File: src/sv/mkd_pkg.sv
package mkd_pkg;

    // configuration register widths
    localparam int UNIT_W  = 17;
    localparam int UNITS_W = 4;
    localparam int LIMIT_W = UNIT_W + UNITS_W;
    localparam int CFG_IDX_W  = 3;
    localparam int CFG_DATA_W = UNIT_W;

    // timing counters
    localparam int TICK_W = 32;

    // result payload widths
    localparam int COUNT_W   = 3;
    localparam int PATTERN_W = 4;

    // register indexes
    localparam logic [CFG_IDX_W-1:0] REG_UNIT_TICKS  = 3'd0;
    localparam logic [CFG_IDX_W-1:0] REG_DASH_UNITS  = 3'd1;
    localparam logic [CFG_IDX_W-1:0] REG_GAP_UNITS   = 3'd2;
    localparam logic [CFG_IDX_W-1:0] REG_SPACE_UNITS = 3'd3;
    localparam logic [CFG_IDX_W-1:0] REG_CLEAR_UNITS = 3'd4;

    // reset values
    localparam logic [UNIT_W-1:0]  UNIT_TICKS_RST  = 17'd15625;
    localparam logic [UNITS_W-1:0] DASH_UNITS_RST  = 4'd2;
    localparam logic [UNITS_W-1:0] GAP_UNITS_RST   = 4'd3;
    localparam logic [UNITS_W-1:0] SPACE_UNITS_RST = 4'd7;
    localparam logic [UNITS_W-1:0] CLEAR_UNITS_RST = 4'd8;

    typedef enum logic [1:0] {
        EV_LETTER = 2'd0,
        EV_SPACE  = 2'd1,
        EV_CLEAR  = 2'd2
    } event_kind_t;

    // thresholds in ticks, from the limits block to the timing core
    typedef struct packed {
        logic [LIMIT_W-1:0] dash;
        logic [LIMIT_W-1:0] gap;
        logic [LIMIT_W-1:0] space;
        logic [LIMIT_W-1:0] clear;
    } limits_t;

    typedef struct packed {
        event_kind_t          kind;
        logic [COUNT_W-1:0]   count;
        logic [PATTERN_W-1:0] pattern;
    } event_t;

endpackage

File: src/sv/mkd_out.sv
module mkd_out import mkd_pkg::*;
(
    input  logic   clk,
    input  logic   rst_n,
    input  logic   push,
    input  event_t push_data,
    input  logic   take_ready,
    output logic   out_valid,
    output event_t out_data,
    output logic   full
);

    logic   out_valid_reg;
    event_t out_reg;
    logic   skid_valid_reg;
    event_t skid_reg;
    logic   load;

    // output register is free when empty or being taken this cycle
    assign load = !out_valid_reg || take_ready;

    always_ff @(posedge clk or negedge rst_n)
    begin
        if (!rst_n)
        begin
            out_valid_reg  <= 1'b0;
            skid_valid_reg <= 1'b0;
        end
        else if (load)
        begin
            out_valid_reg  <= skid_valid_reg || push;
            skid_valid_reg <= 1'b0;
        end
        else if (push)
        begin
            skid_valid_reg <= 1'b1;
        end
    end

    always_ff @(posedge clk)
    begin
        if (load)
            out_reg <= skid_valid_reg ? skid_reg : push_data;
        if (!load && push)
            skid_reg <= push_data;
    end

    assign out_valid = out_valid_reg;
    assign out_data  = out_reg;
    assign full      = skid_valid_reg;

endmodule

File: config.mk
export PLATFORM = sky130hd
export DESIGN_NAME = mkd_out
export DESIGN_NICKNAME = d
export VERILOG_FILES = /design/src/sv/mkd_pkg.sv /design/src/sv/mkd_out.sv
export SDC_FILE = /design/constraint.sdc
export NUM_CORES = 1
export LEC_CHECK = 0
export BUFFER_PORTS_ARGS = -buffer_cell sky130_fd_sc_hd__buf_2
export CAP_MARGIN = 40
export CELL_PAD_IN_SITES_DETAIL_PLACEMENT = 1
export CELL_PAD_IN_SITES_GLOBAL_PLACEMENT = 2
export CORE_ASPECT_RATIO = 1.5
export CORE_UTILIZATION = 36
export CTS_CLUSTER_SIZE = 40
export DETAILED_ROUTE_END_ITERATION = 12
export PLACE_DENSITY = 0.78
export SLEW_MARGIN = 15
export SYNTH_ARGS = -nofsm -noshare
export SYNTH_HDL_FRONTEND = slang
export SYNTH_SLANG_ARGS = --single-unit
File: constraint.sdc
create_clock -name clk -period 3.2 [get_ports clk]
set_input_delay 0.8 -clock clk [delete_from_list [all_inputs] [get_ports clk]]
set_output_delay 0.8 -clock clk [all_outputs]
set_load 0.005 [all_outputs]
Word level (Yosys, flattened, before mapping). Cells that the tools add are included.

Multiplexer cells: 3. Reductions and logical operators: 6.

Operator list (count): two-way mux 9 bit (1); logical NOT 1 bit (2); logical OR 1 bit (2); two-way mux 1 bit (2); nonzero test 2 bit (1); logical AND 1 bit (1).

Register bits: 20. Output and inout bits: 11.

Logic depth before layout (Yosys ltp).
Word-level depth: 4. Depth in mapped cells: 3. Mapped depth without buffers: 2.

Worst setup path after synthesis. OpenSTA, ideal clock, no wires.

Path kind: input port to flip-flop. Start: in take_ready. End: reg skid_reg[0] in the netlist's numbering (enable). Arrival time: 1596 ps. Path slack: 1229 ps. Stages on the path: 2. Buffers on the path: 0. Cells stage by stage: nand2b_1 nor2_1.

Word-level cells in the longest chain between the ends: 3.

RTL lines: start: declaration (line mkd_out.sv:7) `input logic take_ready,`; logical OR 1 bit (line mkd_out.sv:20) `assign load = !out_valid_reg || take_ready;`; logical NOT 1 bit (line mkd_out.sv:44) `if (!load && push)`; logical AND 1 bit (line mkd_out.sv:44); end signal: assignment (line mkd_out.sv:45) `skid_reg <= push_data;`; end: declaration (line mkd_out.sv:16) `event_t skid_reg;`.

Every way passes these cells. A chain may end at the register's enable or synchronous reset.

Final worst setup path.
Start: reg skid_valid_reg, in the netlist full. End: out full.

RTL lines: start: declaration (line mkd_out.sv:15) `logic skid_valid_reg;`; start signal: assignment (line mkd_out.sv:27) `skid_valid_reg <= 1'b0;`; start signal: assignment (line mkd_out.sv:32) `skid_valid_reg <= 1'b0;`; start signal: assignment (line mkd_out.sv:36) `skid_valid_reg <= 1'b1;`; end: declaration (line mkd_out.sv:10) `output logic full`.

No word-level cell between the ends.

==> impl_metrics.ini <==
[status]
outcome = complete, no violations

[global_routing]
grt_pass1_vias = 379
grt_max_degree = 13
grt_use_total = 0.121
antenna_found_initial = 0
grt-ovfl-total = 0
grt_pass1_wl_um = 1740

[setup_path]
crit_type = flop to primary output
crit_path_max_fanout = 11
critPathLaunchType = flop
max_stage_delay_ns = 0.74
crit_family = flip-flops
r2r_start = out_valid
cp-end-kind = primary output
critPathSlowestCell = dfrtp_1
r2r_slack_ns = 1.49
r2r-end = skid_reg[3]
cp_num_buf_inv = 1
reg2regPathDepth = 2
cp.arrival_ns = 1.24
required_ns = 2.40
cp_cell_sequence = buf_2

[clock_tree]
cts_max_path_buffers = 2
cts-buffers-inserted = 3
holdBufCountCts = 0
cts_htree_levels = 1
clockRootBuffer = clkbuf_4
insertion_delay_ns = 0.29
cts_resized = 0
cts_tree = built
cts_num_sinks = 20
clk_pin_slew_worst_paths_ns = 0.10
post_cts.repair.setup_buffers = 0

[synthesis]
ys.flop_type = edfxtp_1
synth.avg_cell_area_um2 = 21.2
synthSimpleGateAreaFrac = 0.0279
synth_warnings = 0
yosys_register_bits = 20
ys_types = 8
synth_adder_area_share = 0
async_reset_ff_frac = 0.100
synthesis.area_um2 = 762
synth_area_leaders = edfxtp_1 (71%), mux2_4 (18%), dfrtp_1 (6.6%)
synth_mux_area_frac = 0.177
yosysTopAreaCell = edfxtp_1
synth_nets = 49
yosys-top-cells-count = edfxtp_1 (18), mux2_4 (9), nor2_1 (3)
synth_cells = 36
seq_area_frac_synth = 0.775
synth_edf_count = 18
synthDominantCellAreaShare = 0.709
synth_top_family_by_area = multiplexers
yosysMostFrequentCell = edfxtp_1
synth_compound_area_frac = 0
synthXorXnorAreaFrac = 0

[routing]
drt_iter0_markers = 2
viasPerCell = 4.57
dr.pass1.iters = 2
drc = 0
vias = 384
wl_per_cell_um = 13.8
drtAntennaViolNets = 0
routed_wl_um = 1160

[sta]
tightest_slew_ns = 0.738
slew_headroom = 0.506
fmax_ghz = 0.490
min_period_ns = 2.04
hold_viol_final = 0
timing.final.ws_setup_ns = 1.16
rsz0062_at_grt = false
drv_slew = 0
finalSetupViolCount = 0
finalSetupTns_ns = 0
fin_worst_skew_ns = 0.00703
fin_crit_sh = 0.638

[power]
power_density_nw_per_um2 = 522
ir_worst_vdd_v = 0.000244
leakage_nw = 0.386

[final_layout]
diodes = 0
drive_gt1_frac = 0.565
stdcell_count = 84
nets = 76
syn2layout_area_growth_pct = 20.7

[floorplan]
io_pins = 24
die_w_um = 39.6
coreArea_um2 = 2000
start_util = 0.381
dieArea_um2 = 2310
rows = 20
die_h_um = 58.3

[placed_design]
place_congestion = 0.626
pre_cts_ws_ns = 0.849
io_buffers = 23
numPlacedInstances = 80

[worst_hold_path]
min_path_type = input pin to async pin

[flow_run]
drv_cap = 0
kinds of logic after synthesis:
logic type / count (synthesis)
buffers and inverters: 2
DFF: 20
muxes: 9
and+or+nand+nor: 5
power breakdown:
part,internal [mW],total (mW),switching (mW)
Combinational,0.0302,0.0502,0.0200
Sequential,0.307,0.316,0.00937
Clock,0.0453,0.114,0.0688
Total,0.382,0.480,0.0982
per-stage QoR:
step	power, mW	hold WS (ns)	util	cell area [µm²]
2_1_floorplan	0.349	0.504	-	762
3_3_place_gp	0.371	0.528	0.446	893
3_5_place_dp	0.374	0.539	0.446	893
4_1_cts	0.491	0.252	0.459	920
5_1_grt	0.506	0.246	0.459	920
6_report	0.480	0.270	0.459	920
worst reg2reg max path, cell delays in order, from the launching register on:
cell and delay [ns]:
dfrtp_1 0.36, nand2b_1 0.29, nor2_1 0.68
metal layers:
| metal | global-route usage | up-vias | routed length, µm |
|---|---|---|---|
| met4 | 0.0739 | 0 | 0 |
| met2 | 0.192 | 17 | 653 |
| met1 | 0.138 | 181 | 441 |
| li1 | - | 186 | - |
| met3 | 0.0340 | 0 | 64 |
| met5 | 0 | - | 0 |
layout make-up:
class	count	area (µm²)
clock buffers	3	22.5
well taps	22	27.5
fillers	214	1080
clock inverters	1	3.75
inverters	1	3.75
flip-flops and latches	20	591
repair buffers	23	115
multi-input cells	14	156
worst max-delay path by stage:
stage                    start           to  slack [ns]  cells after the start
floorplan           take_ready  skid_reg[0]        1.23                      2
global placement    take_ready  skid_reg[8]        0.93                      3
detailed placement  take_ready  skid_reg[2]        0.85                      3
CTS                       full         full        1.13                      1
global route        take_ready  skid_reg[3]        1.08                      3
finish                    full         full        1.16                      1
placed cells by master, fill, tap and decap left out, drive strengths merged:
master  netlist  layout
mux2          9       9
buf           1      23
clkinv        0       1
inv           1       1
nor2          3       3
nand2b        1       1
dfrtp         2       2
nand2         1       1
clkbuf        0       3
edfxtp       18      18
(Power assumes the default switching activity.)
