<file path="config.mk">
export PLATFORM = sky130hd
export DESIGN_NAME = mkd_limits
export DESIGN_NICKNAME = d
export VERILOG_FILES = /design/src/sv/mkd_pkg.sv /design/src/sv/mkd_limits.sv
export SDC_FILE = /design/constraint.sdc
export NUM_CORES = 1
export LEC_CHECK = 0
export BUFFER_PORTS_ARGS = -buffer_cell sky130_fd_sc_hd__buf_2
export CAP_MARGIN = 20
export CORE_MARGIN = 2
export CORE_UTILIZATION = 41
export CTS_BUF_LIST = sky130_fd_sc_hd__clkbuf_4 sky130_fd_sc_hd__clkbuf_8
export CTS_CLUSTER_DIAMETER = 30
export DETAILED_ROUTE_END_ITERATION = 8
export PLACE_DENSITY_LB_ADDON = 0.3
export SYNTH_ARGS = -nofsm -noshare
export SYNTH_HDL_FRONTEND = slang
export SYNTH_SLANG_ARGS = --single-unit
</file>
<file path="constraint.sdc">
create_clock -name clk -period 9.5 [get_ports clk]
set_clock_uncertainty 0.15 [all_clocks]
set_input_delay 0 -clock clk [delete_from_list [all_inputs] [get_ports clk]]
set_output_delay 0 -clock clk [all_outputs]
set_load 0.05 [all_outputs]
</file>
<file path="src/sv/mkd_pkg.sv">
package mkd_pkg;

    // configuration register widths
    localparam int UNIT_W  = 17;
    localparam int UNITS_W = 4;
    localparam int LIMIT_W = UNIT_W + UNITS_W;
    localparam int CFG_IDX_W  = 3;
    localparam int CFG_DATA_W = UNIT_W;

    // timing counters
    localparam int TICK_W = 32;

    // result payload widths
    localparam int COUNT_W   = 3;
    localparam int PATTERN_W = 4;

    // register indexes
    localparam logic [CFG_IDX_W-1:0] REG_UNIT_TICKS  = 3'd0;
    localparam logic [CFG_IDX_W-1:0] REG_DASH_UNITS  = 3'd1;
    localparam logic [CFG_IDX_W-1:0] REG_GAP_UNITS   = 3'd2;
    localparam logic [CFG_IDX_W-1:0] REG_SPACE_UNITS = 3'd3;
    localparam logic [CFG_IDX_W-1:0] REG_CLEAR_UNITS = 3'd4;

    // reset values
    localparam logic [UNIT_W-1:0]  UNIT_TICKS_RST  = 17'd15625;
    localparam logic [UNITS_W-1:0] DASH_UNITS_RST  = 4'd2;
    localparam logic [UNITS_W-1:0] GAP_UNITS_RST   = 4'd3;
    localparam logic [UNITS_W-1:0] SPACE_UNITS_RST = 4'd7;
    localparam logic [UNITS_W-1:0] CLEAR_UNITS_RST = 4'd8;

    typedef enum logic [1:0] {
        EV_LETTER = 2'd0,
        EV_SPACE  = 2'd1,
        EV_CLEAR  = 2'd2
    } event_kind_t;

    // thresholds in ticks, from the limits block to the timing core
    typedef struct packed {
        logic [LIMIT_W-1:0] dash;
        logic [LIMIT_W-1:0] gap;
        logic [LIMIT_W-1:0] space;
        logic [LIMIT_W-1:0] clear;
    } limits_t;

    typedef struct packed {
        event_kind_t          kind;
        logic [COUNT_W-1:0]   count;
        logic [PATTERN_W-1:0] pattern;
    } event_t;

endpackage

</file>
<file path="src/sv/mkd_limits.sv">
module mkd_limits import mkd_pkg::*;
(
    input  logic                  clk,
    input  logic                  rst_n,
    input  logic                  wr_en,
    input  logic [CFG_IDX_W-1:0]  wr_index,
    input  logic [CFG_DATA_W-1:0] wr_data,
    output limits_t               limits,
    output logic                  stale
);

    logic [UNIT_W-1:0]  unit_ticks_reg;
    logic [UNITS_W-1:0] dash_units_reg;
    logic [UNITS_W-1:0] gap_units_reg;
    logic [UNITS_W-1:0] space_units_reg;
    logic [UNITS_W-1:0] clear_units_reg;
    logic               stale_reg;
    limits_t            limits_reg;
    limits_t            limits_next;

    always_ff @(posedge clk or negedge rst_n)
    begin
        if (!rst_n)
        begin
            unit_ticks_reg  <= UNIT_TICKS_RST;
            dash_units_reg  <= DASH_UNITS_RST;
            gap_units_reg   <= GAP_UNITS_RST;
            space_units_reg <= SPACE_UNITS_RST;
            clear_units_reg <= CLEAR_UNITS_RST;
        end
        else if (wr_en)
        begin
            unique case (wr_index)
                REG_UNIT_TICKS:  unit_ticks_reg  <= wr_data;
                REG_DASH_UNITS:  dash_units_reg  <= wr_data[UNITS_W-1:0];
                REG_GAP_UNITS:   gap_units_reg   <= wr_data[UNITS_W-1:0];
                REG_SPACE_UNITS: space_units_reg <= wr_data[UNITS_W-1:0];
                REG_CLEAR_UNITS: clear_units_reg <= wr_data[UNITS_W-1:0];
                default: ;
            endcase
        end
    end

    // one small multiply per threshold
    always_comb
    begin
        limits_next.dash  = LIMIT_W'(dash_units_reg)  * LIMIT_W'(unit_ticks_reg);
        limits_next.gap   = LIMIT_W'(gap_units_reg)   * LIMIT_W'(unit_ticks_reg);
        limits_next.space = LIMIT_W'(space_units_reg) * LIMIT_W'(unit_ticks_reg);
        limits_next.clear = LIMIT_W'(clear_units_reg) * LIMIT_W'(unit_ticks_reg);
    end

    always_ff @(posedge clk)
    begin
        limits_reg <= limits_next;
    end

    // products are registered and lag the registers; stale marks them out of date after a write or reset
    always_ff @(posedge clk or negedge rst_n)
    begin
        if (!rst_n)
            stale_reg <= 1'b1;
        else
            stale_reg <= wr_en;
    end

    assign limits = limits_reg;
    assign stale  = stale_reg;

endmodule

</file>
# --- Yosys cells after proc, flatten, opt, wreduce, memory -nomap -nowiden ---
# Index checks and enable logic that the tools add are counted.
totals:
  regBits: 118
  elab_cells: 24
  in_bits: 23
  out_inout_bits: 85
op_classes:
  eq_ne: 4
  n_reduce_logical: 6
  n_mul: 4
op_table:
  columns: ["operator", "n"]
  rows:
  - ["$mul 4x17->21", 4]
  - ["$reduce_and 2->1", 5]
  - ["$eq 3x2->1 const B", 2]
  - ["$eq 3x1->1 const B", 1]
  - ["$eq 3x3->1 const B", 1]
  - ["$logic_not 3->1", 1]

# --- Logic depth before layout (Yosys ltp) ---
depth:
  word_depth: 2
  ltp_mapped: 14
  mapped_depth_nobuf: 12

# --- Least setup slack after synthesis ---
# OpenSTA, ideal clock, no wires.
synth_timing:
  kind: "register to register"
  from: "register clear_units_reg[3]"
  to: "register limits_reg (netlist bit limits[14])"
  path_stages_with_launch: 13
  arrival_ps: 3459
  n_path_buf: 1
  setup_ps: 127
  path_slack_ps: 5764
  path_cell_list: "dfstp_2 -> clkbuf_1 -> nand2_1 -> fa_1 -> fa_1 -> inv_1 -> fa_1 -> a211oi_2 -> o21ai_1 -> a221o_1 -> a2111oi_2 -> nor3_1 -> xor2_1"
synth_rtl:
  columns: ["element", "line_no", "rtl"]
  rows:
  - ["from (decl)", "mkd_limits.sv:16", "logic [UNITS_W-1:0] clear_units_reg;"]
  - ["from (signal assigned)", "mkd_limits.sv:38", "REG_CLEAR_UNITS: clear_units_reg <= wr_data[UNITS_W-1:0];"]
  - ["to (signal assigned)", "mkd_limits.sv:55", "limits_reg <= limits_next;"]
  - ["to (decl)", "mkd_limits.sv:18", "limits_t limits_reg;"]

==> reports/metrics.yaml <==
status: "complete, no violations"
max_cap_violations: 0
power.density_nw_per_um2: 363.2
async_flop_share: 0.2881
critPathKind: "flop to flop"
swShare: 0.5305
port_buffers: 107
p_sw_w: 0.002583
max_stage_delay_ns: 0.71
dp.cells: 1796
ys_ff_latch: 118
yosys_warnings: 0
finalCritPeriodShare: 0.4298
drc: 0
start_util: 0.4134
h-tree-depth: 4
clkLatencyLatePin_ns: 0.44
synth_largest_area_cell: "fa_1"
synth_ff_type: "dfxtp_1"
post_drt_via_cell_ratio: 4.935
syn_nets: 1593
ios: 108
synthTopCellsByCount: "inv_1, and2_1, nand2_1, fa_1, ha_1"
largest_register_ffs: 84
grt_pass1_vias: 9300
final-seq-area_um2: 2551
nets: 1712
hold_path.class: "input port to asynchronous set/reset pin"
irDropWorstVdd_uv: 191.5
stdcell_count: 1868
timing.rr.start: "gap_units_reg[1]$_DFFE_PN1P_"
dp_hpwl_um: 19890
grt_pass1_wl_um: 46120
cp_top_family: "adder cells"
yosys.area.top_type_share: 0.2041
place_congestion: 0.8391
multi_input_area_um2: 8142
numCtsBuffers: 17
period_minus_slack_ns: 4.083
crit_top_cell: "fa_1"
report.power.total_w: 0.004870
core_um2: 28470
worstMarginPinSlew_ns: 0.9508
drv_slew: 0
slowest_stage: "dfstp_2"
dieWidth_um: 173.4
setup_violations: 0
rr_endpoint: "limits[60]$_DFF_P_"
grt_antenna_before_repair: 2
crit_path_end_kind: "flop"
row_count: 62
worst-path-buf-inv: 0
setup_ws_ns: 5.417
holdWs_ns: 0.01837
drive_gt1_frac: 0.1316
timing.fmax_ghz: 0.2449
cts_tree: "done"
firstDrtPassIters: 5
critPathLaunchType: "flop"
dr.first_iter.drc_count: 580
synth_most_common_cell: "inv_1"
vias: 9218
grt.overflow.total: 0
p_int_w: 0.002286
comb_power_share: 0.708
ant_nets: 0
clkSinkCount: 118
clk_path_buf_depth: 2
ys_types: 61
fill_cells: 2808
rr_worst_depth: 10
netlist_area_um2: 11770
path_clk_slew_ns: 0.07
worstPathCellList: "nand2_1 -> fa_1 -> fa_1 -> fa_1 -> nand2b_1 -> a211oi_1 -> o21ai_1 -> o21ai_1 -> a31oi_1 -> o311ai_0"
pwr-share-clk: 0.099
area_growth_pct: 13.93
route.final.wire_length_um: 26930
syn_area_per_cell_um2: 8.719
pwr-share-seq: 0.193
grt_max_degree: 35
die_y_um: 173.4
arrival_ns: 4.26
syn_inst: 1350
rsz0062_at_grt: "no"
dp_slack_ns: 5.446
worst-path-max-fanout: 18
root_buffer: "clkbuf_8"
postCtsSetupBuffers: 0
ys_seq_area_frac: 0.2168
cellLeakagePower_nw: 6.871
die_area_um2: 30080
slew_headroom: 0.3634
track_usage: 0.1874
worstPathRequired_ns: 9.67
synth_edf_count: 0
avgRoutedWirePerCell_um: 14.42
synth_area_leaders: "fa_1, dfxtp_1, ha_1, and2_1, inv_1"
fin_tns_setup_ns: 0
ff2ff_setup_slack_ns: 5.42
hold_viol: 0
==> layout by cell type (no fill, tap or decap), types with 11 or more instances in the layout <==
cell type	n
dlygate4sd3_1	38
nand2_1	129
fa_1	120
mux2_2	33
nor2_1	44
dfrtp_1	19
dfstp_2	15
nand3_1	12
a21o_1	33
inv_1	243
nor3_1	16
o211ai_1	11
xnor2_1	42
buf_2	107
and2_1	185
clkbuf_8	19
o21ai_0	27
a21oi_1	61
dfxtp_1	84
xor2_1	15
ha_1	100
==> worst max path at each step <==
stage | from | end | cells past startpoint | slack [ns]
2_1_floorplan | clear_units_reg[3]$_DFFE_PN1P_ | limits[14]$_DFF_P_ | 12 | 5.76
5_1_grt | unit_ticks_reg[2]$_DFFE_PN0P_ | limits[60]$_DFF_P_ | 10 | 5.04
4_1_cts | gap_units_reg[1]$_DFFE_PN1P_ | limits[60]$_DFF_P_ | 10 | 5.42
3_3_place_gp | gap_units_reg[1]$_DFFE_PN1P_ | limits[60]$_DFF_P_ | 10 | 5.46
3_5_place_dp | gap_units_reg[1]$_DFFE_PN1P_ | limits[60]$_DFF_P_ | 10 | 5.45
6_report | gap_units_reg[1]$_DFFE_PN1P_ | limits[60]$_DFF_P_ | 10 | 5.42
==> what timing repair did <==
action                    in CTS  in global routing
hold buffers                  38                  0
resized for setup              0                  0
hold endpoints to repair      68                  0
==> per-layer routing <==
metal	vias to the layer above	track usage	wire [um]
met4	0	0.05403	522
met2	207	0.3093	12580
li1	4526	-	-
met3	38	0.02763	952
met5	-	0	0
met1	4447	0.2560	12870
==> power groups by stage <==
stage | registers [W] | logic, W | clock network, W
2_1_floorplan | 0.00142 | 0.00220 | 0
3_3_place_gp | 0.000950 | 0.00338 | 0
3_5_place_dp | 0.000948 | 0.00341 | 0
4_1_cts | 0.000941 | 0.00347 | 0.000501
5_1_grt | 0.000974 | 0.00388 | 0.000521
6_report | 0.000940 | 0.00345 | 0.000482
==> cell families after synthesis <==
logic type / Yosys count / share of synthesized area
flops: 118 / 0.2168
simple gates: 433 / 0.1935
fa+ha+maj: 220 / 0.3104
mux: 35 / 0.03327
xor+xnor: 57 / 0.04242
buf+inv: 289 / 0.09227
compound gates: 198 / 0.1114
==> layout make-up <==
cell class / instances / share of cell area
Antenna cell: 2 / 0.0003732
Tap cell: 384 / 0.03583
Timing Repair Buffer: 146 / 0.06886
Sequential cell: 118 / 0.1903
Inverter: 243 / 0.06802
Clock inverter: 9 / 0.007745
Multi-Input combinational cell: 943 / 0.6072
Clock buffer: 23 / 0.02174
==> metrics by stage <==
stage | utilization | cell area [um^2]
global route | 0.4710 | 13410
detailed placement | 0.4436 | 12630
CTS | 0.4708 | 13400
finish | 0.4710 | 13410
floorplan | - | 11770
global placement | 0.4436 | 12630
(Power assumes the default switching activity.)
