[config.mk]
export PLATFORM = sky130hd
export DESIGN_NAME = mkd_core
export DESIGN_NICKNAME = d
export VERILOG_FILES = /design/src/sv/mkd_pkg.sv /design/src/sv/mkd_core.sv
export SDC_FILE = /design/constraint.sdc
export NUM_CORES = 1
export LEC_CHECK = 0
export BUFFER_PORTS_ARGS = -buffer_cell sky130_fd_sc_hd__buf_4
export CAP_MARGIN = 10
export CORE_MARGIN = 1
export CORE_UTILIZATION = 54
export CTS_CLUSTER_DIAMETER = 120
export DETAILED_ROUTE_END_ITERATION = 12
export PLACE_DENSITY = 0.78
export RECOVER_POWER = 100
export SLEW_MARGIN = 0
export SYNTH_ARGS = -nofsm -noshare
export SYNTH_HDL_FRONTEND = slang
export SYNTH_SLANG_ARGS = --single-unit
export TNS_END_PERCENT = 10
[constraint.sdc]
create_clock -name clk -period 6.3 [get_ports clk]
set_input_delay 1.26 -clock clk [delete_from_list [all_inputs] [get_ports clk]]
set_output_delay 1.26 -clock clk [all_outputs]
set_load 0.005 [all_outputs]
[src/sv/mkd_pkg.sv]
package mkd_pkg;

    // configuration register widths
    localparam int UNIT_W  = 17;
    localparam int UNITS_W = 4;
    localparam int LIMIT_W = UNIT_W + UNITS_W;
    localparam int CFG_IDX_W  = 3;
    localparam int CFG_DATA_W = UNIT_W;

    // timing counters
    localparam int TICK_W = 32;

    // result payload widths
    localparam int COUNT_W   = 3;
    localparam int PATTERN_W = 4;

    // register indexes
    localparam logic [CFG_IDX_W-1:0] REG_UNIT_TICKS  = 3'd0;
    localparam logic [CFG_IDX_W-1:0] REG_DASH_UNITS  = 3'd1;
    localparam logic [CFG_IDX_W-1:0] REG_GAP_UNITS   = 3'd2;
    localparam logic [CFG_IDX_W-1:0] REG_SPACE_UNITS = 3'd3;
    localparam logic [CFG_IDX_W-1:0] REG_CLEAR_UNITS = 3'd4;

    // reset values
    localparam logic [UNIT_W-1:0]  UNIT_TICKS_RST  = 17'd15625;
    localparam logic [UNITS_W-1:0] DASH_UNITS_RST  = 4'd2;
    localparam logic [UNITS_W-1:0] GAP_UNITS_RST   = 4'd3;
    localparam logic [UNITS_W-1:0] SPACE_UNITS_RST = 4'd7;
    localparam logic [UNITS_W-1:0] CLEAR_UNITS_RST = 4'd8;

    typedef enum logic [1:0] {
        EV_LETTER = 2'd0,
        EV_SPACE  = 2'd1,
        EV_CLEAR  = 2'd2
    } event_kind_t;

    // thresholds in ticks, from the limits block to the timing core
    typedef struct packed {
        logic [LIMIT_W-1:0] dash;
        logic [LIMIT_W-1:0] gap;
        logic [LIMIT_W-1:0] space;
        logic [LIMIT_W-1:0] clear;
    } limits_t;

    typedef struct packed {
        event_kind_t          kind;
        logic [COUNT_W-1:0]   count;
        logic [PATTERN_W-1:0] pattern;
    } event_t;

endpackage

[src/sv/mkd_core.sv]
module mkd_core import mkd_pkg::*;
#(
    parameter int MAX_SYMBOLS = 4
)
(
    input  logic    clk,
    input  logic    rst_n,
    input  logic    accept,
    input  logic    key_down,
    input  limits_t limits,
    output logic    res_valid,
    output event_t  res
);

    localparam int CNT_W = $clog2(MAX_SYMBOLS + 1);
    localparam int IDX_W = $clog2(MAX_SYMBOLS);
    localparam logic [CNT_W-1:0] CNT_FULL = CNT_W'(MAX_SYMBOLS);

    logic                   last_key_reg, last_key_next;
    logic [TICK_W-1:0]      tick_reg, tick_next;
    logic [TICK_W-1:0]      idle_reg, idle_next;
    logic [MAX_SYMBOLS-1:0] sym_reg, sym_next;
    logic [CNT_W-1:0]       cnt_reg, cnt_next;
    logic                   pending_reg, pending_next;
    logic                   space_reg, space_next;

    logic              tick_max;
    logic [TICK_W-1:0] tick_inc;
    logic [TICK_W-1:0] idle_inc;
    logic              down_edge, up_edge, gap_wait;
    logic              is_dash, is_dot;
    logic              ge_gap, ge_space, ge_clear, clear_zero;
    logic              counters_cleared, clear_hit;

    // idle_reg counts ticks since the last key edge or emitted event
    assign tick_max = &tick_reg;
    assign tick_inc = tick_max ? tick_reg : tick_reg + TICK_W'(1);
    assign idle_inc = tick_max ? idle_reg : idle_reg + TICK_W'(1);

    assign down_edge = key_down && !last_key_reg;
    assign up_edge   = !key_down && last_key_reg;
    assign gap_wait  = !key_down && !last_key_reg && pending_reg;

    assign is_dash    = tick_inc > TICK_W'(limits.dash);
    assign is_dot     = tick_inc < TICK_W'(limits.dash);
    assign ge_gap     = idle_inc >= TICK_W'(limits.gap);
    assign ge_space   = idle_inc >= TICK_W'(limits.space);
    assign ge_clear   = idle_inc >= TICK_W'(limits.clear);
    assign clear_zero = (limits.clear == '0);

    always_comb
    begin
        last_key_next    = key_down;
        tick_next        = tick_inc;
        idle_next        = idle_inc;
        sym_next         = sym_reg;
        cnt_next         = cnt_reg;
        pending_next     = pending_reg;
        space_next       = space_reg;
        res_valid        = 1'b0;
        res.kind         = EV_LETTER;
        res.count        = '0;
        res.pattern      = '0;
        counters_cleared = 1'b0;

        if (down_edge)
        begin
            tick_next        = '0;
            idle_next        = '0;
            counters_cleared = 1'b1;
        end
        else if (up_edge)
        begin
            idle_next        = '0;
            counters_cleared = 1'b1;
            if (is_dash || is_dot)
            begin
                pending_next = 1'b1;
                if (cnt_reg >= CNT_FULL)
                begin
                    sym_next = {is_dash, sym_reg[MAX_SYMBOLS-1:1]};
                    cnt_next = CNT_FULL;
                end
                else
                begin
                    sym_next[cnt_reg[IDX_W-1:0]] = is_dash;
                    cnt_next = cnt_reg + CNT_W'(1);
                end
            end
        end
        else if (gap_wait)
        begin
            if (ge_gap)
            begin
                res_valid        = 1'b1;
                res.kind         = EV_LETTER;
                res.count        = cnt_reg[COUNT_W-1:0];
                res.pattern      = sym_reg[PATTERN_W-1:0];
                sym_next         = '0;
                cnt_next         = '0;
                tick_next        = '0;
                idle_next        = '0;
                pending_next     = 1'b0;
                space_next       = 1'b0;
                counters_cleared = 1'b1;
            end
        end
        else if (ge_space && !space_reg)
        begin
            res_valid        = 1'b1;
            res.kind         = EV_SPACE;
            tick_next        = '0;
            idle_next        = '0;
            space_next       = 1'b1;
            counters_cleared = 1'b1;
        end

        // clear sees the counters as the rule above left them
        clear_hit = counters_cleared ? clear_zero : ge_clear;
        if (clear_hit && space_next)
        begin
            res_valid    = 1'b1;
            res.kind     = EV_CLEAR;
            res.count    = '0;
            res.pattern  = '0;
            tick_next    = '0;
            idle_next    = '0;
            space_next   = 1'b0;
            pending_next = 1'b0;
        end

        if (!accept)
            res_valid = 1'b0;
    end

    always_ff @(posedge clk or negedge rst_n)
    begin
        if (!rst_n)
        begin
            last_key_reg <= 1'b0;
            tick_reg     <= '0;
            idle_reg     <= '0;
            sym_reg      <= '0;
            cnt_reg      <= '0;
            pending_reg  <= 1'b0;
            space_reg    <= 1'b0;
        end
        else if (accept)
        begin
            last_key_reg <= last_key_next;
            tick_reg     <= tick_next;
            idle_reg     <= idle_next;
            sym_reg      <= sym_next;
            cnt_reg      <= cnt_next;
            pending_reg  <= pending_next;
            space_reg    <= space_next;
        end
    end

endmodule

# Word level (Yosys, flattened, before mapping)
# Index checks and enable logic that the tools add are counted.
# word_totals
input_bits	88
word_cells	97
reg_bits	74
output_inout_bits	10
# classes
n_mux	56
n_lt_le_gt_ge	8
eq_ne	3
n_bitwise	1
n_reduce_logical	19
addsub	3
# ops
cell	n
2-to-1 mux 32 bit	14
greater-or-equal comparator 32 x 21 -> 1 bit	3
adder 32 x 1 -> 32 bit (second input constant)	2
> comparator 32 x 21 -> 1 bit	1
less-than comparator 32 x 21 -> 1 bit	1
AND reduction 32 bit	1
2-to-1 mux 9 bit	3
2-to-1 mux 1 bit	24
zero test 21 bit	1
2-to-1 mux 4 bit	5
2-to-1 mux 3 bit	5
2-to-1 mux 7 bit	2
AND reduction 5 bit	2
logical AND 1 bit	7
nonzero test 3 bit	2
bitwise mux 4 bit	1
inequality test 2 x 1 -> 1 bit (second input constant)	2
nonzero test 2 bit	2
adder 3 x 1 -> 3 bit (second input constant)	1
greater-or-equal comparator 3 bit (second input constant)	1
zero test 1 bit	3
less-than comparator 2 x 3 -> 1 bit (second input constant)	1
inequality test 3 x 1 -> 1 bit (second input constant)	1
demux 1 bit (select 2 bit)	1
other kinds (4)	4

# Longest topological paths before layout
# Gate-level depths: netlist of run 1.
# depth
word_depth	12
ltp_mapped	26
ltp_nobuf	21

# Worst setup path before layout of run 1
# OpenSTA, ideal clock, no wires.
# synth_path
kind	register to output
start	register tick_reg[8]
end	output res_valid
required_ns	5.040
path_stages_with_launch	26
arrival_time_ns	5.092
n_path_buf	5
setup_slack_ns	-0.052
cell_sequence	dfrtp_1 -> and4_4 -> and4_4 -> buf_6 -> and4_1 -> buf_6 -> clkbuf_1 -> nor2_1 -> nand3_1 -> nor2_1 -> and4_1 -> clkbuf_1 -> nand2_1 -> xnor2_1 -> ha_1 -> a41oi_1 -> nand3_1 -> o32ai_1 -> a31oi_1 -> o21bai_1 -> or4_1 -> clkbuf_1 -> and2_1 -> o22ai_1 -> nor2_1 -> nor2_1
# synth_between
elab_chain_len	12
elab_cells_between_ends	22
classes_between	order compare: 3; mux: 16; reduce/logical: 3
# synth_rtl
element	line	source
start, declared	mkd_core.sv:20	logic [TICK_W-1:0] tick_reg, tick_next;
start signal, assigned	mkd_core.sv:151	tick_reg <= tick_next;
AND reduction 32 bit *	mkd_core.sv:36	assign tick_max = &tick_reg;
2-to-1 mux 32 bit *	mkd_core.sv:38	assign idle_inc = tick_max ? idle_reg : idle_reg + TICK_W'(1);
greater-or-equal comparator 32 x 21 -> 1 bit	mkd_core.sv:47	assign ge_space = idle_inc >= TICK_W'(limits.space);
logical AND 1 bit	mkd_core.sv:108	else if (ge_space && !space_reg)
2-to-1 mux 1 bit	mkd_core.sv:108	
2-to-1 mux 1 bit	mkd_core.sv:91	else if (gap_wait)
2-to-1 mux 1 bit	mkd_core.sv:72	else if (up_edge)
2-to-1 mux 1 bit	mkd_core.sv:66	if (down_edge)
2-to-1 mux 1 bit	mkd_core.sv:119	clear_hit = counters_cleared ? clear_zero : ge_clear;
logical AND 1 bit	mkd_core.sv:120	if (clear_hit && space_next)
2-to-1 mux 1 bit *	mkd_core.sv:120	
2-to-1 mux 1 bit *	mkd_core.sv:132	if (!accept)
end, declared	mkd_core.sv:11	output logic res_valid,
# Mark *: on every way between the ends. The rest lies on a longest branch, timed or not.

# Worst setup path after layout of run 1
# layout_path
start	register tick_reg[27]
end	output res_valid
# The elaborated chain is that of the path after synthesis.

==> results of run 1 <==
[final timing paths]
path,startpoint,to,slack (ps),depth (start not counted)
max in group asynchronous,rst_n,sym_reg[1],1720,1
worst max register to register,tick_reg[27],idle_reg[14],810,20
min in group asynchronous,rst_n,idle_reg[27],2310,1
worst min-delay path,tick_reg[0],tick_reg[0],500,1
worst max-delay path,tick_reg[27],res_valid,20,21
worst min register to register,tick_reg[0],tick_reg[0],500,1
[cell usage in the layout (no fill, tap or decap), types with 9 or more instances in the layout]
cell type  count
nor4_1        16
and3_1        18
o21ai_1       10
nand2_1       58
buf_4        132
a22o_1        19
nand4_1       25
nor2_1        64
dfrtp_1       74
xnor2_1       29
nor3_1        29
o21ai_0       49
a21oi_1       31
nand3_1       49
xor2_1        12
nand2b_1       9
clkbuf_16      9
nor2b_1       18
inv_1        105
a21o_1        22
ha_1          88
o2bb2ai_1     11
[power groups by stage]
stage	logic, uW	clock network [uW]	registers (uW)
after global routing	393	505	545
after CTS	340	489	540
after detailed placement	337	0	548
final	350	484	541
after floorplan	231	0	533
after global placement	329	0	547
[per-layer routing]
layer / vias up / track usage / part of all wire
met5: - / 0 / 0
met2: 214 / 0.476 / 0.50
met4: 0 / 0.0841 / 0.022
met1: 3303 / 0.348 / 0.43
li1: 3464 / - / -
met3: 34 / 0.0430 / 0.047
[kinds of logic after synthesis]
logic type	count (synthesis)
flops	74
buf+inv	140
xor+xnor	48
simple gates	335
compound gates	212
fa+ha+maj	90
mux	7
[critical path, stage by stage, from the launching register on]
cell	delay, ps
dfrtp_1	460
nand3_1	140
nor4_1	480
and4_4	350
nor2_4	60
nand3_2	110
nor2_4	50
and4_4	200
nand2_1	110
xnor2_2	150
ha_1	270
a41oi_1	230
nand3_1	160
nor4_2	300
a31oi_2	180
o21bai_1	190
or4_4	540
and2_4	200
o22ai_2	180
nor2_1	70
nor2_1	140
buf_4	130
[stage by stage]
stage / instances / instance area [um^2]
floorplan: 906 / 7300
global route: 1192 / 8760
global placement: 1166 / 8230
detailed placement: 1166 / 8230
finish: 1192 / 8760
CTS: 1178 / 8520
[layout make-up]
| class | count | area [um^2] |
|---|---|---|
| clock buffers | 11 | 233 |
| well taps | 176 | 220 |
| clock inverters | 1 | 30.0 |
| multi-input cells | 692 | 5040 |
| fillers | 1134 | 4430 |
| repair buffers | 133 | 995 |
| flip-flops and latches | 74 | 1850 |
| inverters | 105 | 394 |
[timing repair]
item                                    in CTS  in global routing
pin swaps                                    0                 12
hold buffers                                 0                  0
setup buffers                                0                 14
gates resized for setup                      6                 29
endpoints found under the setup margin       2                  3
==> impl_results.rst, run 1 <==
.. list-table::
   :header-rows: 1

   * - Metric
     - Value
   * - Total Wirelength
     - 19,100 um
   * - Post-DR wirelength/cell
     - approximately 16 um
   * - Adder-cell area share of the yosys netlist
     - 0.154
   * - Warnings from Yosys
     - 0
   * - Total power consumption of the routed design
     - 1370 uW
   * - Standby leakage power
     - ~0.0044 uW
   * - Xor-xnor portion of the synthesized cell area
     - 0.0577
   * - Portion of total power attributed to sequential cells
     - 0.394
   * - Smallest hold slack
     - 501 ps
   * - Post-layout nets
     - 1,193
   * - Cell Rows
     - 42
   * - Ports placed on the boundary
     - 98
   * - Overall die height
     - 118 um
   * - Max-slew headroom at the worst pin
     - -1.67
   * - Switching share of power
     - 0.303
   * - Proportion of power drawn by the clock network
     - 0.352
   * - Vias per cell
     - roughly 6
   * - Post-synth cell types
     - 75
   * - Violations in the final reports
     - max-capacitance violations, max-slew violations
   * - Buffer depth of the longest clock path
     - 2
   * - Clock tree sinks
     - 74
   * - Hold violation count in the final report
     - 0
   * - Initial core utilization
     - 0.553
   * - Transition time at the pin with the least slew margin
     - 4000 ps
   * - Share of post-route cells with drive strength above 1
     - 0.194
   * - Comb power frac
     - 0.255
   * - Max VDD drop
     - 120 uV
   * - Asr flop ratio synth
     - 1.00
   * - Dominant register cell in the synthesized netlist
     - dfrtp_1
   * - Root Driver
     - clkbuf_16
   * - Final WS setup
     - 17.7 ps
   * - Synthesized area
     - roughly 0.0073 mm^2
   * - Length of the first detailed-routing pass in iterations
     - 5
   * - Clk pin slew, worst setup/hold paths
     - 60 ps
   * - Run status
     - finished, violations left
   * - Sequential cell area fraction in the yosys report
     - 0.254
   * - Setup TNS
     - 0 ps
   * - Via count of the first global-routing pass
     - 6,676
   * - Number of inserted diodes
     - 0
   * - Port Buffers
     - 97
   * - Synthesized instance count
     - 906
   * - Worst setup slack before clock tree synthesis
     - 200 ps
   * - Synthesized area per cell
     - about 8.0 um^2
   * - Final cell utilization of the core
     - 0.664
   * - Worst clock skew
     - between 9 and 10 ps
   * - Initial drt markers
     - 435
   * - Most numerous cell in the Yosys netlist
     - inv_1
   * - Worst skew pair latency
     - about 340 ps
   * - Synthesized net count
     - 1,084
   * - DRC errors left
     - 0
   * - Worst hold-check path type
     - register to register
   * - Final Cycle Share
     - 0.997
   * - Die width
     - approximately 120 um
   * - Multiplexer share of the synthesized area
     - 0.0106
   * - Area share of and/or/nand/nor cells after synthesis
     - 0.240
   * - First-pass GRT wire length
     - ~31,000 um
   * - Max Freq
     - 0.159 GHz
   * - Top area cells in the synthesized netlist
     - dfrtp_1, ha_1, inv_1
   * - Area inside the core boundary
     - between 0.01 and 0.015 mm^2
   * - Area growth from synthesis to final layout
     - 20.2%
   * - Switching Power
     - 416 uW
   * - Maximum number of pins on one net before global-route repair
     - 75
   * - Total count of max-transition violations in the final report
     - 75
   * - Clock tree from TritonCTS
     - yes
   * - Internal power consumption
     - 959 uW
   * - Compound-gate portion of the synthesized area
     - 0.204
   * - Number of setup violations in the final report
     - 0
   * - Cell area power density
     - 157 mW/mm^2
   * - Most frequent cells after synthesis
     - inv_1, ha_1, dfrtp_1, nor2_1, nand2_1
   * - Remaining global-route overflow
     - 0
   * - Via count
     - 7,015
   * - Depth of the CTS H-tree
     - 3
   * - Start-to-end type of the worst setup path
     - register to output pin
   * - TritonCTS Buffers
     - 9
   * - Weighted congestion at the end of routability-driven global placement
     - 0.943
   * - Max-capacitance violation count
     - 1
   * - Number of antenna violations at the first check in global routing
     - 0
   * - Top cell type by total area after synthesis
     - dfrtp_1
   * - Residual antenna-violating net count after detailed routing
     - 0
   * - Number of flops mapped to enable cells by yosys
     - 0
   * - Area fraction of the dominant cell type after synthesis
     - 0.254
   * - Seq cells post-synth
     - 74
   * - Post-detail-place hpwl
     - 14,100 um
   * - Min Tclk post-route
     - approximately 6300 ps
   * - Overall die area
     - 0.0140 mm^2
   * - Data arrival, critical path
     - 5020 ps
   * - Worst Setup Start Kind
     - register
   * - Kind of end point of the critical path
     - output pin
   * - Main combinational cell family by area after synthesis
     - simple AND/OR/NAND/NOR gates
   * - Data required time of the worst path
     - 5040 ps
   * - Critical path fanouts, max
     - 7
   * - Overall track demand over capacity in global routing
     - 0.274
No activity file was read; power rests on OpenSTA's default activity.
==> run 2, diff against run 1 <==
--- a/config.mk
+++ b/config.mk
@@ -8,11 +8,13 @@
 export BUFFER_PORTS_ARGS = -buffer_cell sky130_fd_sc_hd__buf_4
 export CAP_MARGIN = 10
 export CORE_MARGIN = 1
-export CORE_UTILIZATION = 54
+export CORE_UTILIZATION = 55
+export CTS_BUF_LIST = sky130_fd_sc_hd__clkbuf_2
 export CTS_CLUSTER_DIAMETER = 120
 export DETAILED_ROUTE_END_ITERATION = 12
-export PLACE_DENSITY = 0.78
+export PLACE_DENSITY = 0.8
 export RECOVER_POWER = 100
+export SKIP_LAST_GASP = 1
 export SLEW_MARGIN = 0
 export SYNTH_ARGS = -nofsm -noshare
 export SYNTH_HDL_FRONTEND = slang
==> constraint.sdc (replaced) <==
create_clock -name clk -period 5.3 [get_ports clk]
set_input_delay 1.06 -clock clk [delete_from_list [all_inputs] [get_ports clk]]
set_output_delay 1.06 -clock clk [all_outputs]
set_load 0.005 [all_outputs]
==> impl_results.rst, run 2 (same netlist as run 1, synthesis figures left out) <==
.. list-table::
   :header-rows: 1

   * - Metric
     - Value
   * - First-pass GRT wire length
     - 32,300 um
   * - Weighted congestion at the end of routability-driven global placement
     - just over 0.9
   * - Via count
     - approximately 7,400
   * - Cell Rows
     - 41
   * - Vias per cell
     - about 5.9
   * - Buffer depth of the longest clock path
     - 2
   * - Startpoint of the worst-slack reg-to-reg timing path
     - tick_reg[0]
   * - Max VDD drop
     - approximately 160 uV
   * - Port Buffers
     - 97
   * - Worst hold-check path type
     - register to register
   * - Total power consumption of the routed design
     - 1490 uW
   * - Die width
     - 117 um
   * - Maximum number of pins on one net before global-route repair
     - between 70 and 80
   * - Number of setup violations in the final report
     - 10
   * - Violations in the final reports
     - max-capacitance violations, max-slew violations, negative setup slack
   * - Min Tclk post-route
     - 6020 ps
   * - Overall die area
     - approximately 0.014 mm^2
   * - RSZ-0062 raised after global routing
     - true
   * - Setup TNS
     - -6300 ps
   * - Number of inserted diodes
     - 0
   * - Worst-case register-to-register setup slack
     - 190 ps
   * - Most used cells in the layout excluding fill and tap cells
     - buf_4, inv_1, ha_1
   * - Data arrival, critical path
     - a little under 5000 ps
   * - Standby leakage power
     - 0.00486 uW
   * - Max Freq
     - 0.166 GHz
   * - Initial drt markers
     - 537
   * - Area inside the core boundary
     - 0.0128 mm^2
   * - Area of combinational cells with multiple inputs
     - ~0.0053 mm^2
   * - Number of antenna violations at the first check in global routing
     - 0
   * - Root Driver
     - clkbuf_2
   * - Most common cell after layout, fill and taps aside
     - buf_4
   * - Run status
     - finished, violations left
   * - Worst skew pair latency
     - 560 ps
   * - Post-DR wirelength/cell
     - 17.0 um
   * - Kind of end point of the critical path
     - output pin
   * - Worst hold start
     - sym_reg[0]
   * - Transition time at the pin with the least slew margin
     - around 4000 ps
   * - Worst clock skew
     - 36.2 ps
   * - Area growth from synthesis to final layout
     - 29.4%
   * - Share of post-route cells with drive strength above 1
     - 0.273
   * - Number of filler instances in the final layout
     - 943
   * - Sequential cell area
     - ~0.0019 mm^2
   * - Via count of the first global-routing pass
     - 6,995
   * - Max-slew headroom at the worst pin
     - -1.72
   * - Placed cell count
     - 1,231
   * - Number of stages on the worst hold path
     - 2
   * - Post-layout nets
     - approximately 1,300
   * - Post-route insts no fill
     - 1,264
   * - Clk pin slew, worst setup/hold paths
     - 220 ps
   * - Sink of the worst hold path
     - sym_reg[0]
   * - Critical path fanouts, max
     - 5
   * - Cell area power density
     - 158 mW/mm^2
   * - Final Cycle Share
     - 1.14
   * - Start-to-end type of the worst setup path
     - register to output pin
   * - Data required time of the worst path
     - 4240 ps
   * - Depth of the most critical reg-to-reg path
     - 22
   * - Clock tree from TritonCTS
     - yes
   * - Overall die height
     - ~120 um
   * - Post-detail-place hpwl
     - about 15,000 um
   * - DRC errors left
     - 0
   * - Total Wirelength
     - roughly 21,000 um
   * - Total count of max-transition violations in the final report
     - 146
   * - Clock tree sinks
     - 74
   * - Hold violation count in the final report
     - 0
   * - Worst Setup Start Kind
     - register
   * - TritonCTS Buffers
     - 9
   * - Final WS setup
     - -722 ps
   * - Initial core utilization
     - 0.571
   * - Depth of the CTS H-tree
     - 3
   * - Length of the first detailed-routing pass in iterations
     - 5
   * - Residual antenna-violating net count after detailed routing
     - 0
   * - Max-capacitance violation count
     - 2
   * - Overall track demand over capacity in global routing
     - 0.303
   * - Remaining global-route overflow
     - 0
   * - Critical register-to-register path endpoint
     - idle_reg[9]
   * - Ports placed on the boundary
     - 98
-- run 2: cell count changes in the layout (fill, tap and decap cells not counted), sizes merged --
cell and delta:
clkinv +4, inv +1, bufinv +1, buf +70
-- run 2: worst max-delay path, stage by stage, from the launching register on --
cell and delay [ps]:
dfrtp_1 450, ha_2 210, nand4_1 100, nor4_2 50, and4_4 200, nor2_4 110
nand3_4 120, nor2_4 130, and4_4 290, nand2_2 90, xnor2_2 310, buf_4 170
ha_1 260, nand2_1 80, o21ai_0 140, or4_4 460, a211oi_2 150, buf_4 150
o22ai_2 70, nor4_4 290, a2bb2oi_2 180, nor2_1 60, nor2_1 110, nor2_1 50
buf_4 150
-- run 2: through the flow --
stage	utilization	hold slack, ps	cell area [um^2]	setup slack, ps
final	0.739	537	9440	-722
after CTS	0.717	539	9160	-582
after detailed placement	0.697	496	8910	-125
after floorplan	-	461	7500	-186
after global placement	0.697	493	8910	-39.2
after global routing	0.739	601	9440	-1050
-- run 2: power breakdown --
part / internal (uW) / total (uW) / switching (uW)
sequential: 597 / 628 / 31.1
combinational: 220 / 480 / 260
clock: 156 / 379 / 222
total: 973 / 1490 / 514
-- run 2: cell type report --
class,instances,share of cell area
clock buffer,9,0.00477
tap,172,0.0228
timing repair buffer,205,0.163
clock inverter,7,0.00981
multi-input combinational,692,0.562
sequential,74,0.196
inverter,105,0.0418
-- run 2: worst max-delay path by stage --
stage                      endpoint         start
after floorplan           res_valid   tick_reg[9]
after global placement    res_valid  tick_reg[11]
after detailed placement  res_valid  tick_reg[17]
after CTS                 res_valid  tick_reg[11]
after global routing      res_valid   tick_reg[0]
final                     res_valid   tick_reg[0]
-- run 2: what timing repair did --
action / in CTS / in global routing
setup endpoints to repair: 10 / 10
gates resized for setup: 13 / 38
hold buffers: 0 / 0
buffers inserted: 6 / 11
pin swaps: 13 / 32
cloned: 0 / 0
-- run 2: per-layer routing --
layer | routed length (um) | vias up | global-route usage
li1 | - | 3619 | -
met1 | 8620 | 3485 | 0.357
met2 | 10800 | 268 | 0.547
met3 | 1160 | 75 | 0.0515
met4 | 875 | 0 | 0.120
met5 | 0 | - | 0
==> run 3, diff against run 2 <==
--- a/config.mk
+++ b/config.mk
@@ -8,7 +8,7 @@
 export BUFFER_PORTS_ARGS = -buffer_cell sky130_fd_sc_hd__buf_4
 export CAP_MARGIN = 10
 export CORE_MARGIN = 1
-export CORE_UTILIZATION = 55
+export CORE_UTILIZATION = 48
 export CTS_BUF_LIST = sky130_fd_sc_hd__clkbuf_2
 export CTS_CLUSTER_DIAMETER = 120
 export DETAILED_ROUTE_END_ITERATION = 12
==> impl_results.rst, run 3 (same netlist as run 1, synthesis figures left out) <==
.. list-table::
   :header-rows: 1

   * - Metric
     - Value
   * - Total count of max-transition violations in the final report
     - 146
   * - Worst-case register-to-register setup slack
     - 360 ps
   * - Max Freq
     - 0.169 GHz
   * - Overall die height
     - 125 um
   * - Area inside the core boundary
     - 0.0147 mm^2
   * - RSZ-0062 raised after global routing
     - true
   * - Vias per cell
     - 5.86
   * - Area of combinational cells with multiple inputs
     - around 0.0053 mm^2
   * - Most common cell after layout, fill and taps aside
     - buf_4
   * - Die width
     - 125 um
   * - Worst clock skew
     - 22.3 ps
   * - Initial core utilization
     - 0.496
   * - Max-capacitance violation count
     - 2
   * - Maximum number of pins on one net before global-route repair
     - between 70 and 80
   * - Remaining global-route overflow
     - 0
   * - Min Tclk post-route
     - around 5900 ps
   * - Clock tree from TritonCTS
     - yes
   * - Max-slew headroom at the worst pin
     - -1.74
   * - Total Wirelength
     - 20,700 um
   * - Number of setup violations in the final report
     - 10
   * - Worst skew pair latency
     - 570 ps
   * - Residual antenna-violating net count after detailed routing
     - 0
   * - Standby leakage power
     - 0.00482 uW
   * - Sink of the worst hold path
     - sym_reg[0]
   * - Sequential cell area
     - 0.00185 mm^2
   * - TritonCTS Buffers
     - 9
   * - Transition time at the pin with the least slew margin
     - between 4000 and 5000 ps
   * - Depth of the most critical reg-to-reg path
     - 22
   * - Depth of the CTS H-tree
     - 3
   * - Area growth from synthesis to final layout
     - 29.3%
   * - Weighted congestion at the end of routability-driven global placement
     - 0.923
   * - Violations in the final reports
     - design-rule violations, max-capacitance violations, max-slew violations, negative setup slack
   * - Worst hold-check path type
     - register to register
   * - Post-detail-place hpwl
     - 15,700 um
   * - Most used cells in the layout excluding fill and tap cells
     - buf_4, inv_1, ha_1
   * - Ports placed on the boundary
     - 98
   * - Setup TNS
     - -4980 ps
   * - Cell area power density
     - 152 mW/mm^2
   * - Critical path fanouts, max
     - 4
   * - Via count
     - 7,494
   * - Data required time of the worst path
     - about 4200 ps
   * - Overall die area
     - about 0.016 mm^2
   * - Max VDD drop
     - 127 uV
   * - Kind of end point of the critical path
     - output pin
   * - Number of filler instances in the final layout
     - 1,234
   * - Root Driver
     - clkbuf_2
   * - Buffer depth of the longest clock path
     - 2
   * - Length of the first detailed-routing pass in iterations
     - 9
   * - Hold violation count in the final report
     - 0
   * - Final WS setup
     - -632 ps
   * - Number of inserted diodes
     - 0
   * - Critical register-to-register path endpoint
     - idle_reg[0]
   * - Via count of the first global-routing pass
     - 7,292
   * - Run status
     - finished, violations left
   * - Post-DR wirelength/cell
     - 16.2 um
   * - Post-layout nets
     - about 1,300
   * - Data arrival, critical path
     - 4870 ps
   * - Overall track demand over capacity in global routing
     - 0.265
   * - Cell Rows
     - 44
   * - First-pass GRT wire length
     - 34,000 um
   * - Start-to-end type of the worst setup path
     - register to output pin
   * - Port Buffers
     - 97
   * - Clock tree sinks
     - 74
   * - Clk pin slew, worst setup/hold paths
     - 210 ps
   * - Initial drt markers
     - 467
   * - Worst Setup Start Kind
     - register
   * - Startpoint of the worst-slack reg-to-reg timing path
     - tick_reg[8]
   * - Number of antenna violations at the first check in global routing
     - 0
   * - Worst hold start
     - sym_reg[0]
   * - Startpoint of the worst setup timing path
     - tick_reg[8]
   * - Share of post-route cells with drive strength above 1
     - 0.269
   * - Worst setup slack before clock tree synthesis
     - -350 ps
   * - Number of stages on the worst hold path
     - 2
   * - Final Cycle Share
     - 1.12
   * - DRC errors left
     - 6
[run 3: final cells by class]
class / instances / area share
repair buffers: 208 / 0.170
clock buffers: 11 / 0.00584
multi-input cells: 692 / 0.557
clock inverters: 4 / 0.00465
flip-flops and latches: 74 / 0.196
inverters: 105 / 0.0418
well taps: 184 / 0.0244
[run 3: metrics by stage]
step,utilization,power (uW),hold slack [ps],cells,area [um^2]
2_1_floorplan,-,909,461,906,7500
3_3_place_gp,0.614,1090,492,1251,9020
3_5_place_dp,0.614,1100,531,1251,9020
4_1_cts,0.626,1420,571,1267,9200
5_1_grt,0.641,1520,597,1278,9430
6_report,0.641,1430,565,1278,9430
[run 3: critical path, cell delays in order, from the launching register on]
cell	delay [ps]
dfrtp_1	430
and4_4	190
and4_4	150
and4_4	200
buf_6	120
or2_4	250
buf_12	140
nor4_4	220
nand3_2	140
xnor2_2	180
ha_1	210
a41oi_2	200
nand3_2	140
nor4_4	290
a31oi_2	160
o21bai_1	180
or4_4	460
and2_4	190
o22ai_4	150
nor2_1	60
nor2_1	110
buf_4	130
[run 3: how the worst max path moves through the flow]
stage                      to  cells past startpoint
floorplan           res_valid                     25
global placement    res_valid                     19
detailed placement  res_valid                     19
CTS                 res_valid                     21
global route        res_valid                     22
finish              res_valid                     21
[run 3: metal layers]
metal / track usage / wire (um) / vias up
met5: 0 / 0 / -
li1: - / - / 3635
met3: 0.0428 / 897 / 50
met4: 0.107 / 633 / 0
met1: 0.317 / 8830 / 3582
met2: 0.473 / 10400 / 227
[run 3: what timing repair did]
item / CTS / global route
endpoints found under the setup margin: 10 / 10
buffers inserted: 1 / 11
pin swaps: 6 / 23
hold buffers: 0 / 0
gates resized for setup: 16 / 24
[run 3: power breakdown]
group          leakage [uW]  internal [uW]  switching [uW]  total, uW
registers           0.00101            597            31.0        628
clock network     0.0000692            107             206        313
logic               0.00373            229             261        489
